[src/design/rmd160_pkg.sv]
// Package for the RIPEMD-160 hash core: sequencer states, constants, step tables, round functions.
package rmd160_pkg;

	typedef enum logic [2:0] {
		S_IDLE,
		S_PAD,
		S_LOAD,
		S_COMP,
		S_FINAL,
		S_OUT
	} state_t;

	localparam int NUM_STEPS = 80;
	localparam int NUM_CV    = 5;

	localparam logic [31:0] IV [NUM_CV] = '{
		32'h67452301, 32'hEFCDAB89, 32'h98BADCFE, 32'h10325476, 32'hC3D2E1F0
	};

	localparam logic [31:0] KL [NUM_CV] = '{
		32'h00000000, 32'h5A827999, 32'h6ED9EBA1, 32'h8F1BBCDC, 32'hA953FD4E
	};
	localparam logic [31:0] KR [NUM_CV] = '{
		32'h50A28BE6, 32'h5C4DD124, 32'h6D703EF3, 32'h7A6D76E9, 32'h00000000
	};

	localparam logic [31:0] PAD_BYTE_WORD = 32'h00000080;
	localparam logic [7:0]  PAD_BYTE      = 8'h80;

	// message word selection, left and right lines
	localparam logic [3:0] WL [NUM_STEPS] = '{
		4'd0, 4'd1, 4'd2, 4'd3, 4'd4, 4'd5, 4'd6, 4'd7,
		4'd8, 4'd9, 4'd10, 4'd11, 4'd12, 4'd13, 4'd14, 4'd15,
		4'd7, 4'd4, 4'd13, 4'd1, 4'd10, 4'd6, 4'd15, 4'd3,
		4'd12, 4'd0, 4'd9, 4'd5, 4'd2, 4'd14, 4'd11, 4'd8,
		4'd3, 4'd10, 4'd14, 4'd4, 4'd9, 4'd15, 4'd8, 4'd1,
		4'd2, 4'd7, 4'd0, 4'd6, 4'd13, 4'd11, 4'd5, 4'd12,
		4'd1, 4'd9, 4'd11, 4'd10, 4'd0, 4'd8, 4'd12, 4'd4,
		4'd13, 4'd3, 4'd7, 4'd15, 4'd14, 4'd5, 4'd6, 4'd2,
		4'd4, 4'd0, 4'd5, 4'd9, 4'd7, 4'd12, 4'd2, 4'd10,
		4'd14, 4'd1, 4'd3, 4'd8, 4'd11, 4'd6, 4'd15, 4'd13
	};
	localparam logic [3:0] WR [NUM_STEPS] = '{
		4'd5, 4'd14, 4'd7, 4'd0, 4'd9, 4'd2, 4'd11, 4'd4,
		4'd13, 4'd6, 4'd15, 4'd8, 4'd1, 4'd10, 4'd3, 4'd12,
		4'd6, 4'd11, 4'd3, 4'd7, 4'd0, 4'd13, 4'd5, 4'd10,
		4'd14, 4'd15, 4'd8, 4'd12, 4'd4, 4'd9, 4'd1, 4'd2,
		4'd15, 4'd5, 4'd1, 4'd3, 4'd7, 4'd14, 4'd6, 4'd9,
		4'd11, 4'd8, 4'd12, 4'd2, 4'd10, 4'd0, 4'd4, 4'd13,
		4'd8, 4'd6, 4'd4, 4'd1, 4'd3, 4'd11, 4'd15, 4'd0,
		4'd5, 4'd12, 4'd2, 4'd13, 4'd9, 4'd7, 4'd10, 4'd14,
		4'd12, 4'd15, 4'd10, 4'd4, 4'd1, 4'd5, 4'd8, 4'd7,
		4'd6, 4'd2, 4'd13, 4'd14, 4'd0, 4'd3, 4'd9, 4'd11
	};

	// rotate amounts, left and right lines
	localparam logic [3:0] SL [NUM_STEPS] = '{
		4'd11, 4'd14, 4'd15, 4'd12, 4'd5, 4'd8, 4'd7, 4'd9,
		4'd11, 4'd13, 4'd14, 4'd15, 4'd6, 4'd7, 4'd9, 4'd8,
		4'd7, 4'd6, 4'd8, 4'd13, 4'd11, 4'd9, 4'd7, 4'd15,
		4'd7, 4'd12, 4'd15, 4'd9, 4'd11, 4'd7, 4'd13, 4'd12,
		4'd11, 4'd13, 4'd6, 4'd7, 4'd14, 4'd9, 4'd13, 4'd15,
		4'd14, 4'd8, 4'd13, 4'd6, 4'd5, 4'd12, 4'd7, 4'd5,
		4'd11, 4'd12, 4'd14, 4'd15, 4'd14, 4'd15, 4'd9, 4'd8,
		4'd9, 4'd14, 4'd5, 4'd6, 4'd8, 4'd6, 4'd5, 4'd12,
		4'd9, 4'd15, 4'd5, 4'd11, 4'd6, 4'd8, 4'd13, 4'd12,
		4'd5, 4'd12, 4'd13, 4'd14, 4'd11, 4'd8, 4'd5, 4'd6
	};
	localparam logic [3:0] SR [NUM_STEPS] = '{
		4'd8, 4'd9, 4'd9, 4'd11, 4'd13, 4'd15, 4'd15, 4'd5,
		4'd7, 4'd7, 4'd8, 4'd11, 4'd14, 4'd14, 4'd12, 4'd6,
		4'd9, 4'd13, 4'd15, 4'd7, 4'd12, 4'd8, 4'd9, 4'd11,
		4'd7, 4'd7, 4'd12, 4'd7, 4'd6, 4'd15, 4'd13, 4'd11,
		4'd9, 4'd7, 4'd15, 4'd11, 4'd8, 4'd6, 4'd6, 4'd14,
		4'd12, 4'd13, 4'd5, 4'd14, 4'd13, 4'd13, 4'd7, 4'd5,
		4'd15, 4'd5, 4'd8, 4'd11, 4'd14, 4'd14, 4'd6, 4'd14,
		4'd6, 4'd9, 4'd12, 4'd9, 4'd12, 4'd5, 4'd15, 4'd8,
		4'd8, 4'd5, 4'd12, 4'd9, 4'd12, 4'd5, 4'd14, 4'd6,
		4'd8, 4'd13, 4'd6, 4'd5, 4'd15, 4'd13, 4'd11, 4'd11
	};

	function automatic logic [31:0] rotl32(input logic [31:0] v, input logic [4:0] s);
		logic [63:0] d;
		d = {v, v} << s;
		return d[63:32];
	endfunction

	function automatic logic [31:0] mix_fn(input logic [2:0] rnd, input logic [31:0] x,
		input logic [31:0] y, input logic [31:0] z);
		logic [31:0] r;
		case (rnd)
			3'd0: r = x ^ y ^ z;
			3'd1: r = (x & y) | (~x & z);
			3'd2: r = (x | ~y) ^ z;
			3'd3: r = (x & z) | (y & ~z);
			default: r = x ^ (y | ~z);
		endcase
		return r;
	endfunction

endpackage

[src/design/ripemd160_hash.sv]
// RIPEMD-160 hash core: word buffer, padding sequencer and shared two-line round unit.
// Message words are taken one per cycle while idle; each full 16-word block then runs
//   a buffer read prime, 80 steps at one per cycle and a chaining add.
// Message words are stalled while a block runs through the single round unit.
// Padding pushes one word per cycle; the five digest words follow, one per accepted word.
// Reset: async active low; chaining words load the initial value, counters and flags clear.
module ripemd160_hash (
	input  logic        clk,
	input  logic        arst_n,
	input  logic        msg_valid,
	output logic        msg_stall,
	input  logic [31:0] data_word,
	input  logic [2:0]  byte_count,
	input  logic        last,
	output logic        dig_valid,
	input  logic        dig_stall,
	output logic [31:0] digest_word,
	output logic [2:0]  word_index,
	output logic        final_word
);
	import rmd160_pkg::*;

	localparam logic [3:0] FILL_LAST = 4'd15;
	localparam logic [3:0] FILL_LEN  = 4'd14;
	localparam logic [6:0] STEP_LAST = 7'(NUM_STEPS - 1);
	localparam logic [2:0] IDX_LAST  = 3'(NUM_CV - 1);

	state_t state_q, state_nxt;

	// block buffer: one write port, two registered read ports
	logic [31:0] blk_mem [16];
	logic [31:0] xl_q, xr_q;
	logic [3:0]  rd_l_addr, rd_r_addr;
	logic [6:0]  rd_step;

	logic [3:0]  fill_q;
	logic [60:0] msg_bytes_q;
	logic        pad_q;      // padding in progress
	logic        need80_q;   // pad byte still owed as its own word
	logic        lenhi_q;    // next pad word is the high length word
	logic        done_q;     // last block pushed, digest follows

	logic [31:0] cv_q [NUM_CV];
	logic [2:0]  idx_q;

	// working variables of both lines
	logic [31:0] al_q, bl_q, cl_q, dl_q, el_q;
	logic [31:0] ar_q, br_q, cr_q, dr_q, er_q;
	logic [6:0]  step_q;

	logic        msg_acc, dig_acc;
	logic        push_en;
	logic [31:0] push_data;
	logic [2:0]  n_sat;
	logic [2:0]  n_add;
	logic [31:0] last_word;
	logic [63:0] bit_len;

	logic [2:0]  gl, gr;
	logic [31:0] tl, tr, nl, nr;

	assign msg_acc = msg_valid && !msg_stall;
	assign dig_acc = dig_valid && !dig_stall;

	// byte count only matters on the last word; above four means four
	assign n_sat = (byte_count > 3'd4) ? 3'd4 : byte_count;
	assign n_add = last ? n_sat : 3'd4;
	assign bit_len = {msg_bytes_q, 3'b000};

	// last word: keep the valid bytes, pad byte right after them, zeros above
	always_comb begin
		for (int i = 0; i < 4; i++) begin
			if (3'(i) < n_sat)
				last_word[8*i +: 8] = data_word[8*i +: 8];
			else if (3'(i) == n_sat)
				last_word[8*i +: 8] = PAD_BYTE;
			else
				last_word[8*i +: 8] = 8'h00;
		end
	end

	// next state
	always_comb begin
		state_nxt = state_q;
		case (state_q)
			S_IDLE: begin
				if (msg_acc) begin
					if (fill_q == FILL_LAST)
						state_nxt = S_LOAD;
					else if (last)
						state_nxt = S_PAD;
				end
			end
			S_PAD: begin
				if (fill_q == FILL_LAST)
					state_nxt = S_LOAD;
			end
			S_LOAD: state_nxt = S_COMP;
			S_COMP: begin
				if (step_q == STEP_LAST)
					state_nxt = S_FINAL;
			end
			S_FINAL: begin
				if (done_q)
					state_nxt = S_OUT;
				else if (pad_q)
					state_nxt = S_PAD;
				else
					state_nxt = S_IDLE;
			end
			S_OUT: begin
				if (dig_acc && idx_q == IDX_LAST)
					state_nxt = S_IDLE;
			end
			default: state_nxt = S_IDLE;
		endcase
	end

	// sequencer outputs
	always_comb begin
		msg_stall = 1'b1;
		dig_valid = 1'b0;
		push_en   = 1'b0;
		push_data = 32'h0;
		rd_step   = 7'd0;
		case (state_q)
			S_IDLE: begin
				msg_stall = 1'b0;
				push_en   = msg_valid;
				push_data = (last && n_sat != 3'd4) ? last_word : data_word;
			end
			S_PAD: begin
				push_en = 1'b1;
				if (need80_q)
					push_data = PAD_BYTE_WORD;
				else if (lenhi_q)
					push_data = bit_len[63:32];
				else if (fill_q == FILL_LEN)
					push_data = bit_len[31:0];
				else
					push_data = 32'h0;
			end
			S_LOAD: rd_step = 7'd0;
			S_COMP: rd_step = (step_q == STEP_LAST) ? step_q : step_q + 7'd1;
			S_OUT:  dig_valid = 1'b1;
			default: ;
		endcase
	end

	assign rd_l_addr = WL[rd_step];
	assign rd_r_addr = WR[rd_step];

	always_ff @(posedge clk) begin
		if (push_en)
			blk_mem[fill_q] <= push_data;
		xl_q <= blk_mem[rd_l_addr];
		xr_q <= blk_mem[rd_r_addr];
	end

	// one step of each line
	assign gl = step_q[6:4];
	assign gr = 3'd4 - gl;
	assign tl = al_q + mix_fn(gl, bl_q, cl_q, dl_q) + xl_q + KL[gl];
	assign tr = ar_q + mix_fn(gr, br_q, cr_q, dr_q) + xr_q + KR[gl];
	assign nl = rotl32(tl, {1'b0, SL[step_q]}) + el_q;
	assign nr = rotl32(tr, {1'b0, SR[step_q]}) + er_q;

	always_ff @(posedge clk) begin
		case (state_q)
			S_LOAD: begin
				al_q <= cv_q[0]; bl_q <= cv_q[1]; cl_q <= cv_q[2];
				dl_q <= cv_q[3]; el_q <= cv_q[4];
				ar_q <= cv_q[0]; br_q <= cv_q[1]; cr_q <= cv_q[2];
				dr_q <= cv_q[3]; er_q <= cv_q[4];
			end
			S_COMP: begin
				al_q <= el_q; el_q <= dl_q; dl_q <= rotl32(cl_q, 5'd10);
				cl_q <= bl_q; bl_q <= nl;
				ar_q <= er_q; er_q <= dr_q; dr_q <= rotl32(cr_q, 5'd10);
				cr_q <= br_q; br_q <= nr;
			end
			default: ;
		endcase
	end

	always_ff @(posedge clk or negedge arst_n) begin
		if (!arst_n) begin
			state_q     <= S_IDLE;
			fill_q      <= 4'd0;
			msg_bytes_q <= 61'd0;
			pad_q       <= 1'b0;
			need80_q    <= 1'b0;
			lenhi_q     <= 1'b0;
			done_q      <= 1'b0;
			idx_q       <= 3'd0;
			step_q      <= 7'd0;
			for (int k = 0; k < NUM_CV; k++)
				cv_q[k] <= IV[k];
		end else begin
			state_q <= state_nxt;
			if (push_en)
				fill_q <= fill_q + 4'd1;   // wraps to zero on a full block
			if (msg_acc) begin
				msg_bytes_q <= msg_bytes_q + {58'd0, n_add};
				if (last) begin
					pad_q    <= 1'b1;
					need80_q <= (n_sat == 3'd4);
				end
			end
			if (state_q == S_PAD) begin
				if (need80_q)
					need80_q <= 1'b0;
				else if (lenhi_q) begin
					lenhi_q <= 1'b0;
					done_q  <= 1'b1;
				end else if (fill_q == FILL_LEN)
					lenhi_q <= 1'b1;
			end
			case (state_q)
				S_LOAD: step_q <= 7'd0;
				S_COMP: step_q <= step_q + 7'd1;
				default: ;
			endcase
			if (state_q == S_FINAL) begin
				cv_q[0] <= cv_q[1] + cl_q + dr_q;
				cv_q[1] <= cv_q[2] + dl_q + er_q;
				cv_q[2] <= cv_q[3] + el_q + ar_q;
				cv_q[3] <= cv_q[4] + al_q + br_q;
				cv_q[4] <= cv_q[0] + bl_q + cr_q;
			end
			if (dig_acc) begin
				if (idx_q == IDX_LAST) begin
					idx_q       <= 3'd0;
					msg_bytes_q <= 61'd0;
					pad_q       <= 1'b0;
					done_q      <= 1'b0;
					for (int k = 0; k < NUM_CV; k++)
						cv_q[k] <= IV[k];
				end else
					idx_q <= idx_q + 3'd1;
			end
		end
	end

	assign digest_word = cv_q[idx_q];
	assign word_index  = idx_q;
	assign final_word  = (idx_q == IDX_LAST);

endmodule
[config.mk]
export PLATFORM = sky130hd
export DESIGN_NAME = ripemd160_hash
export DESIGN_NICKNAME = d
export VERILOG_FILES = /design/src/design/rmd160_pkg.sv /design/src/design/ripemd160_hash.sv
export SDC_FILE = /design/constraint.sdc
export NUM_CORES = 2
export LEC_CHECK = 0
export BUFFER_PORTS_ARGS = -buffer_cell sky130_fd_sc_hd__buf_2
export CORE_UTILIZATION = 41
export CTS_CLUSTER_SIZE = 28
export DETAILED_ROUTE_END_ITERATION = 7
export PLACE_DENSITY = 0.57
export SYNTH_ARGS = -nofsm -noshare
export SYNTH_HDL_FRONTEND = slang
export SYNTH_SLANG_ARGS = --single-unit
[constraint.sdc]
create_clock -name clk -period 24.9 [get_ports clk]
set_input_delay 4.98 -clock clk [delete_from_list [all_inputs] [get_ports clk]]
set_output_delay 4.98 -clock clk [all_outputs]
set_load 0.005 [all_outputs]
* Yosys cells after proc, flatten, opt, wreduce, memory -nomap -nowiden *
Memories as Yosys holds them, arrays and structs flattened. A register that Yosys moved wholly into a read port is not among the register bits.
Cells that the tools add are included.

storage, ports and cells
  bits in writable memories = 512
  memories = 7
  output and inout port bits = 38
  bits in latches = 0
  word-level logic and storage cells = 218
  register bits after elaboration = 562
  memory bits (read-only) = 2560

cells by class
  $add $sub $neg = 23
  reduce and logical (&&, ||, !) cells = 12
  order comparisons = 9
  multipliers = 0
  shifts and indexed selects = 2
  equal/unequal tests = 25
  bitwise gates (word level) = 35
  multiplexer cells = 81
  divide/modulo/power cells = 0

memories
  name              depth  width  read ports  clocked after memory_dff  wr ports  RTL line               RTL
  (name not given)  128    4      1           0                         0         ripemd160_hash.sv:166  assign nr = rotl32(tr, {1'b0, SR[step_q]}) + er_q;
  (name not given)  128    4      1           0                         0         ripemd160_hash.sv:165  assign nl = rotl32(tl, {1'b0, SL[step_q]}) + el_q;
  (name not given)  128    4      1           0                         0         ripemd160_hash.sv:151  assign rd_r_addr = WR[rd_step];
  (name not given)  128    4      1           0                         0         ripemd160_hash.sv:150  assign rd_l_addr = WL[rd_step];
  blk_mem           16     32     2           2                         1         ripemd160_hash.sv:31   logic [31:0] blk_mem [16];
  (name not given)  8      32     1           0                         0         ripemd160_hash.sv:164  assign tr = ar_q + mix_fn(gr, br_q, cr_q, dr_q) + xr_q + KR[gl];
  1 more memories   --     --     --          --                        --        --

operators by type and width
  operator                                       count
  case mux 32 bit (2 select lines)               11
  adder 32 bit                                   18
  two-way mux 160 bit                            3
  two-way mux 32 bit                             10
  AND 32 bit                                     8
  bitwise OR 32 bit                              8
  case mux 32 bit (4 select lines)               2
  bitwise XOR 32 bit                             8
  NOT 32 bit                                     6
  two-way mux 61 bit                             3
  left shift 64 x 4 -> 64 bit                    2
  binary-select mux 32 bit (select 3 bit)        1
  two-way mux 8 bit                              8
  adder 61 x 3 -> 61 bit                         1
  two-way mux 4 bit                              8
  two-way mux 3 bit                              10
  two-way mux 1 bit                              20
  == test 3 x 2 -> 1 bit, second input constant  6
  case mux 3 bit (6 select lines)                1
  >= comparator 8 bit, second input constant     2
  NOT 7 -> 8 bit                                 2
  two-way mux 7 bit                              2
  case mux 7 bit (2 select lines)                1
  == test 3 bit, second input constant           4
  25 further kinds                               42

* Depth between registers and ports, before layout *
  depth in word-level cells = 10
  depth in mapped cells = 42
  gate-level depth less buffers = 39

* Worst setup path before layout *
OpenSTA, ideal clock, no wires.

  path type = reg2reg
  from = reg step_q[5]
  to = reg br_q[30] (data pin)
  arrival time = 9.175 ns
  stages on the path, launching flop included = 41
  path slack = 15.458 ns
  path through = dfrtp_1 clkbuf_1 inv_1 ha_1 ha_1 clkbuf_1 nand2_1 clkbuf_1 clkbuf_1 o22ai_1 a221o_1 a21oi_1 fa_1 fa_1 inv_1 ha_1 buf_2 o211ai_1 [5 not listed] o21ai_0 a311oi_1 nor2_1 a22oi_1 mux2i_1 ha_1 fa_1 a21o_1 a21o_1 a21oi_1 o21bai_1 a41o_1 o41a_1 a21oi_1 o311ai_0 a31oi_1 xor2_1 o21ai_0

between the ends
  word-level cells in the longest chain between the ends = 9

RTL lines
  item                                            RTL line               RTL
  start, declared                                 ripemd160_hash.sv:49   logic [6:0] step_q;
  start signal, assigned                          ripemd160_hash.sv:221  S_COMP: step_q <= step_q + 7'd1;
  subtractor 3 bit                                ripemd160_hash.sv:162  assign gr = 3'd4 - gl;
  == test 3 x 2 -> 1 bit (tied with other cells)  rmd160_pkg.sv:91       case (rnd)
  case mux 32 bit (4 select lines)                rmd160_pkg.sv:91
  adder 32 bit (3 in series)                      ripemd160_hash.sv:164
  left shift 64 x 4 -> 64 bit *                   rmd160_pkg.sv:84       d = {v, v} << s;
  adder 32 bit *                                  ripemd160_hash.sv:166
  case mux 32 bit (2 select lines) *              ripemd160_hash.sv:169  case (state_q)
  end signal, assigned                            ripemd160_hash.sv:173  ar_q <= cv_q[0]; br_q <= cv_q[1]; cr_q <= cv_q[2];
  end signal, assigned                            ripemd160_hash.sv:180  cr_q <= br_q; br_q <= nr;
  end, declared                                   ripemd160_hash.sv:48   logic [31:0] ar_q, br_q, cr_q, dr_q, er_q;

Every way passes the cells marked *; elsewhere a longest branch is shown, timed or not. The select of a mux whose other input is x is not followed.
A chain may end at the register's enable or synchronous reset.

* Worst setup path in the final report *
  from = reg step_q[6]
  to = reg br_q[30] (data pin)

The elaborated chain is that of the path after synthesis.

==> flow_results.org <==
** Drt
- Via count :: 65,580
- The first TritonRoute pass finished after 8 iterations.
- DRC viols :: 0
- After detailed routing, the number of vias per cell comes to slightly above 6.
- For this block, the initial DRC count from the detailed router was 6,954.
- Antenna-violating nets left :: 0
- Total routed wirelength :: 313,600 um
- Routed wirelength normalized by instance count :: 28.97 um

** Floorplan
- Row generation in the floorplan step produced 164 rows.
- The die is roughly 450 um tall.
- Total Die Area :: 203,900 um2
- Core Area :: 200,300 um2
- Die extent in x :: ~450 um
- Initial Utilization :: 0.4138
- I/O pin cnt :: 78

** Worst setup path
- Critical path's slowest cell :: sky130_fd_sc_hd__clkinv_1
- The worst setup path is captured at a flip-flop.
- Data on the critical path arrives at its endpoint at 12.93 ns.
- Endpoint of the most critical register-to-register path :: br_q[30]
- Reg-to-reg slack, setup :: 12.52 ns
- For this run, the slowest stage of the critical path takes around 0.7 ns.
- At the worst endpoint, the required time is around 25 ns.
- Worst path most repeated cell :: sky130_fd_sc_hd__fa_1
- Source of the worst register-to-register timing path :: step_q[6]
- Start-to-end type of the worst setup path :: reg -> reg
- Worst-case reg-to-reg path depth :: 38
- Largest fanout on the critical path :: 32
- The worst setup path is launched from a flip-flop.

** Cells and area
- In the final layout, the share of cells above drive strength 1 is 0.08097.
- Growth of design area from synthesis to finish :: 9.376%
- Number of nets in the layout :: 8,748
- Most frequent cells in the layout :: sky130_fd_sc_hd__nand2_1, sky130_fd_sc_hd__mux2i_1, sky130_fd_sc_hd__edfxtp_1
- Leaving out fill and tap cells, the most frequent cell in the layout is sky130_fd_sc_hd__nand2_1.

** GRT
- Number of global-route vias before repair :: 63,610
- Gr ovfl total :: 0
- The number of antenna violations at the first check in global routing was 13.
- Entering global routing, the biggest net connects 130 pins.
- First-pass GRT wire length :: 448,300 um
- Global-route total usage across every layer :: 0.3019

** Place
- RD Place Congestion :: around 1
- During placement, the flow inserted port buffers numbering between 70 and 80.
- Post-DP HPWL :: 233,300 um

** Logic synthesis
- The synthesized design contains 1,138 register bits.
- Number of flops mapped to enable cells by yosys :: 832
- Synth top area share :: 0.3015
- For this run, the leading register cell type out of synthesis is sky130_fd_sc_hd__edfxtp_1.
- The synthesized design spends more area on one cell type than any other, namely sky130_fd_sc_hd__edfxtp_1.
- Synth area leaders :: sky130_fd_sc_hd__edfxtp_1, sky130_fd_sc_hd__mux2i_1, sky130_fd_sc_hd__fa_1, sky130_fd_sc_hd__ha_1, sky130_fd_sc_hd__dfrtp_1
- The number of different library cells used by synthesis comes to 108.
- Syn Inst Count :: 8,117
- Counting every net in the synthesized netlist gives between 8,000 and 9,000.
- Post-Synthesis Mean Instance Area :: around 10 um2
- Proportion of synthesized flip-flops having asynchronous set or reset :: 0.2127
- For this run, the register share of the synthesized area comes to 0.3912.
- The cell area that synthesis handed to floorplanning was 82,870 um2.
- Warnings from Yosys :: 0

** Clock network
- Buffers inserted to repair hold after CTS numbered 0.
- No sink is reached through more buffers than the 3 on the longest clock path.
- Clock-pin slew on the worst setup and hold paths :: 0.06 ns
- The root buffer cell chosen for the clock tree is sky130_fd_sc_hd__clkbuf_16.
- The number of clock buffers added by TritonCTS is 138.
- TritonCTS built the clock tree.
- Depth of the CTS H-tree :: 4
- Number of cells upsized or downsized after cts :: 0
- Number of buffers added for setup after CTS :: 0
- At the later pin of the worst-skew pair, clock insertion delay measures 0.85 ns.
- Counting every sink on the clock net gives 1,138.

** STA
- Setup violations remaining at the end of the flow were counted as 0.
- Unrepaired setup endpoints after global routing :: no
- Hold Fails Final Rpt :: 0
- Counting I/O delays and the setup requirement, the final critical path takes 12.38 ns.
- Final total negative setup slack :: 0 ns
- Final setup skew :: ~0.035 ns
- Remaining max-slew budget at the tightest pin :: 0.1269
- For the pin with the worst max-slew slack, the measured transition is 1.273 ns.
- Highest achievable clock rate :: between 80 and 90 MHz
- Count of pins over their slew limit :: 0
- Share of the cycle needed by the critical path after routing :: 0.4970
- Across all hold checks on the routed design, the worst slack comes to 0.5186 ns.

** Hold path
- Hold Startpoint :: pad_q
- The worst hold path terminates at pad_q.
- The worst hold path belongs to the class reg -> reg.
- WHS Path Cells :: 2

** Status
- The run finished with clean final reports.

** Job
- Max-cap violations in this run came to 0.
==> Yosys cell counts (all sizes together), types with 22 or more instances <==
master	number
mux2i	961
and2	26
nor3	95
mux2	34
o22ai	138
fa	285
xnor2	228
o31ai	28
dfxtp	64
buf	197
a211oi	159
mux4	36
nand2	1055
a21oi	502
ha	375
dfrtp	162
nand4	34
or3	37
a221oi	32
o21bai	32
xor2	250
dfstp	80
o21a	42
o211ai	95
nand3	115
inv	463
nor2	332
a31oi	37
edfxtp	832
clkbuf	211
nor2b	167
and3	39
a21o	127
a222oi	22
a221o	56
o21ai	447
nand2b	46
==> flip-flops by register name, summed over array words and instances, names as in the netlist, 3 cells and up <==
name / flops
blk_mem: 512
cv_q: 160
msg_bytes_q: 61
al_q: 32
ar_q: 32
bl_q: 32
br_q: 32
cl_q: 32
cr_q: 32
dl_q: 32
dr_q: 32
el_q: 32
er_q: 32
xl_q: 32
xr_q: 32
step_q: 7
fill_q: 4
state_q: 3
word_index: 3
==> final cells by class <==
class | count | area [um2]
inverter | 469 | 1768
sequential | 1138 | 32420
clock inverter | 73 | 912.1
antenna | 3 | 7.507
fill | 18810 | 109600
timing repair buffer | 199 | 1374
multi-input combinational | 6102 | 47080
clock buffer | 183 | 3755
tap | 2656 | 3323
==> through the flow <==
stage                     utilization  worst slack, ns  area, um2  cells
after floorplan                     -            15.46      82870   8117
after detailed placement       0.4292            12.74      85960  10560
after global placement         0.4292            12.92      85960  10560
after CTS                      0.4525            12.61      90630  10820
final                          0.4526            12.52      90640  10820
after global routing           0.4526            11.94      90630  10820
==> cell families (layout without fill, tap and decap cells) <==
group / count (synthesis) / count (layout) / share of synthesized area
AND/OR/NAND/NOR: 2035 / 2035 / 0.1103
AO/OA/AOI/OAI: 1898 / 1898 / 0.1471
flip-flops: 1138 / 1138 / 0.3912
multiplexers: 1031 / 1031 / 0.1305
buffers and inverters: 877 / 924 / 0.04493
adder cells (fa/ha/maj): 660 / 660 / 0.1255
XOR/XNOR: 478 / 478 / 0.05052
other: 0 / 3 / 0
==> worst max path at each step <==
stage / start / to / slack [ns] / cells past startpoint
after floorplan: step_q[5] / br_q[30] / 15.46 / 40
after global placement: step_q[6] / br_q[30] / 12.92 / 38
after detailed placement: step_q[6] / br_q[30] / 12.74 / 40
after CTS: step_q[6] / br_q[30] / 12.61 / 40
after global routing: step_q[6] / br_q[30] / 11.94 / 38
final: step_q[6] / br_q[30] / 12.52 / 38
==> routing by layer <==
metal,up-vias,part of all wire,track usage
li1,29320,-,-
met1,32920,0.41,0.3945
met2,2787,0.46,0.4806
met3,543,0.079,0.05544
met4,14,0.055,0.1485
met5,-,0.00026,0
==> critical path, delay by kind of cell, from the launching register on <==
family	cells	cell delay [ns]
AO/OA/AOI/OAI	21	6.15
adder cells (fa/ha/maj)	7	2.88
buffers and inverters	5	1.66
AND/OR/NAND/NOR	3	0.72
flip-flops	1	0.32
XOR/XNOR	1	0.17
multiplexers	1	0.13
Power is not shown: default switching activity piles up to over one toggle a cycle in this logic, so the estimate is an artifact.
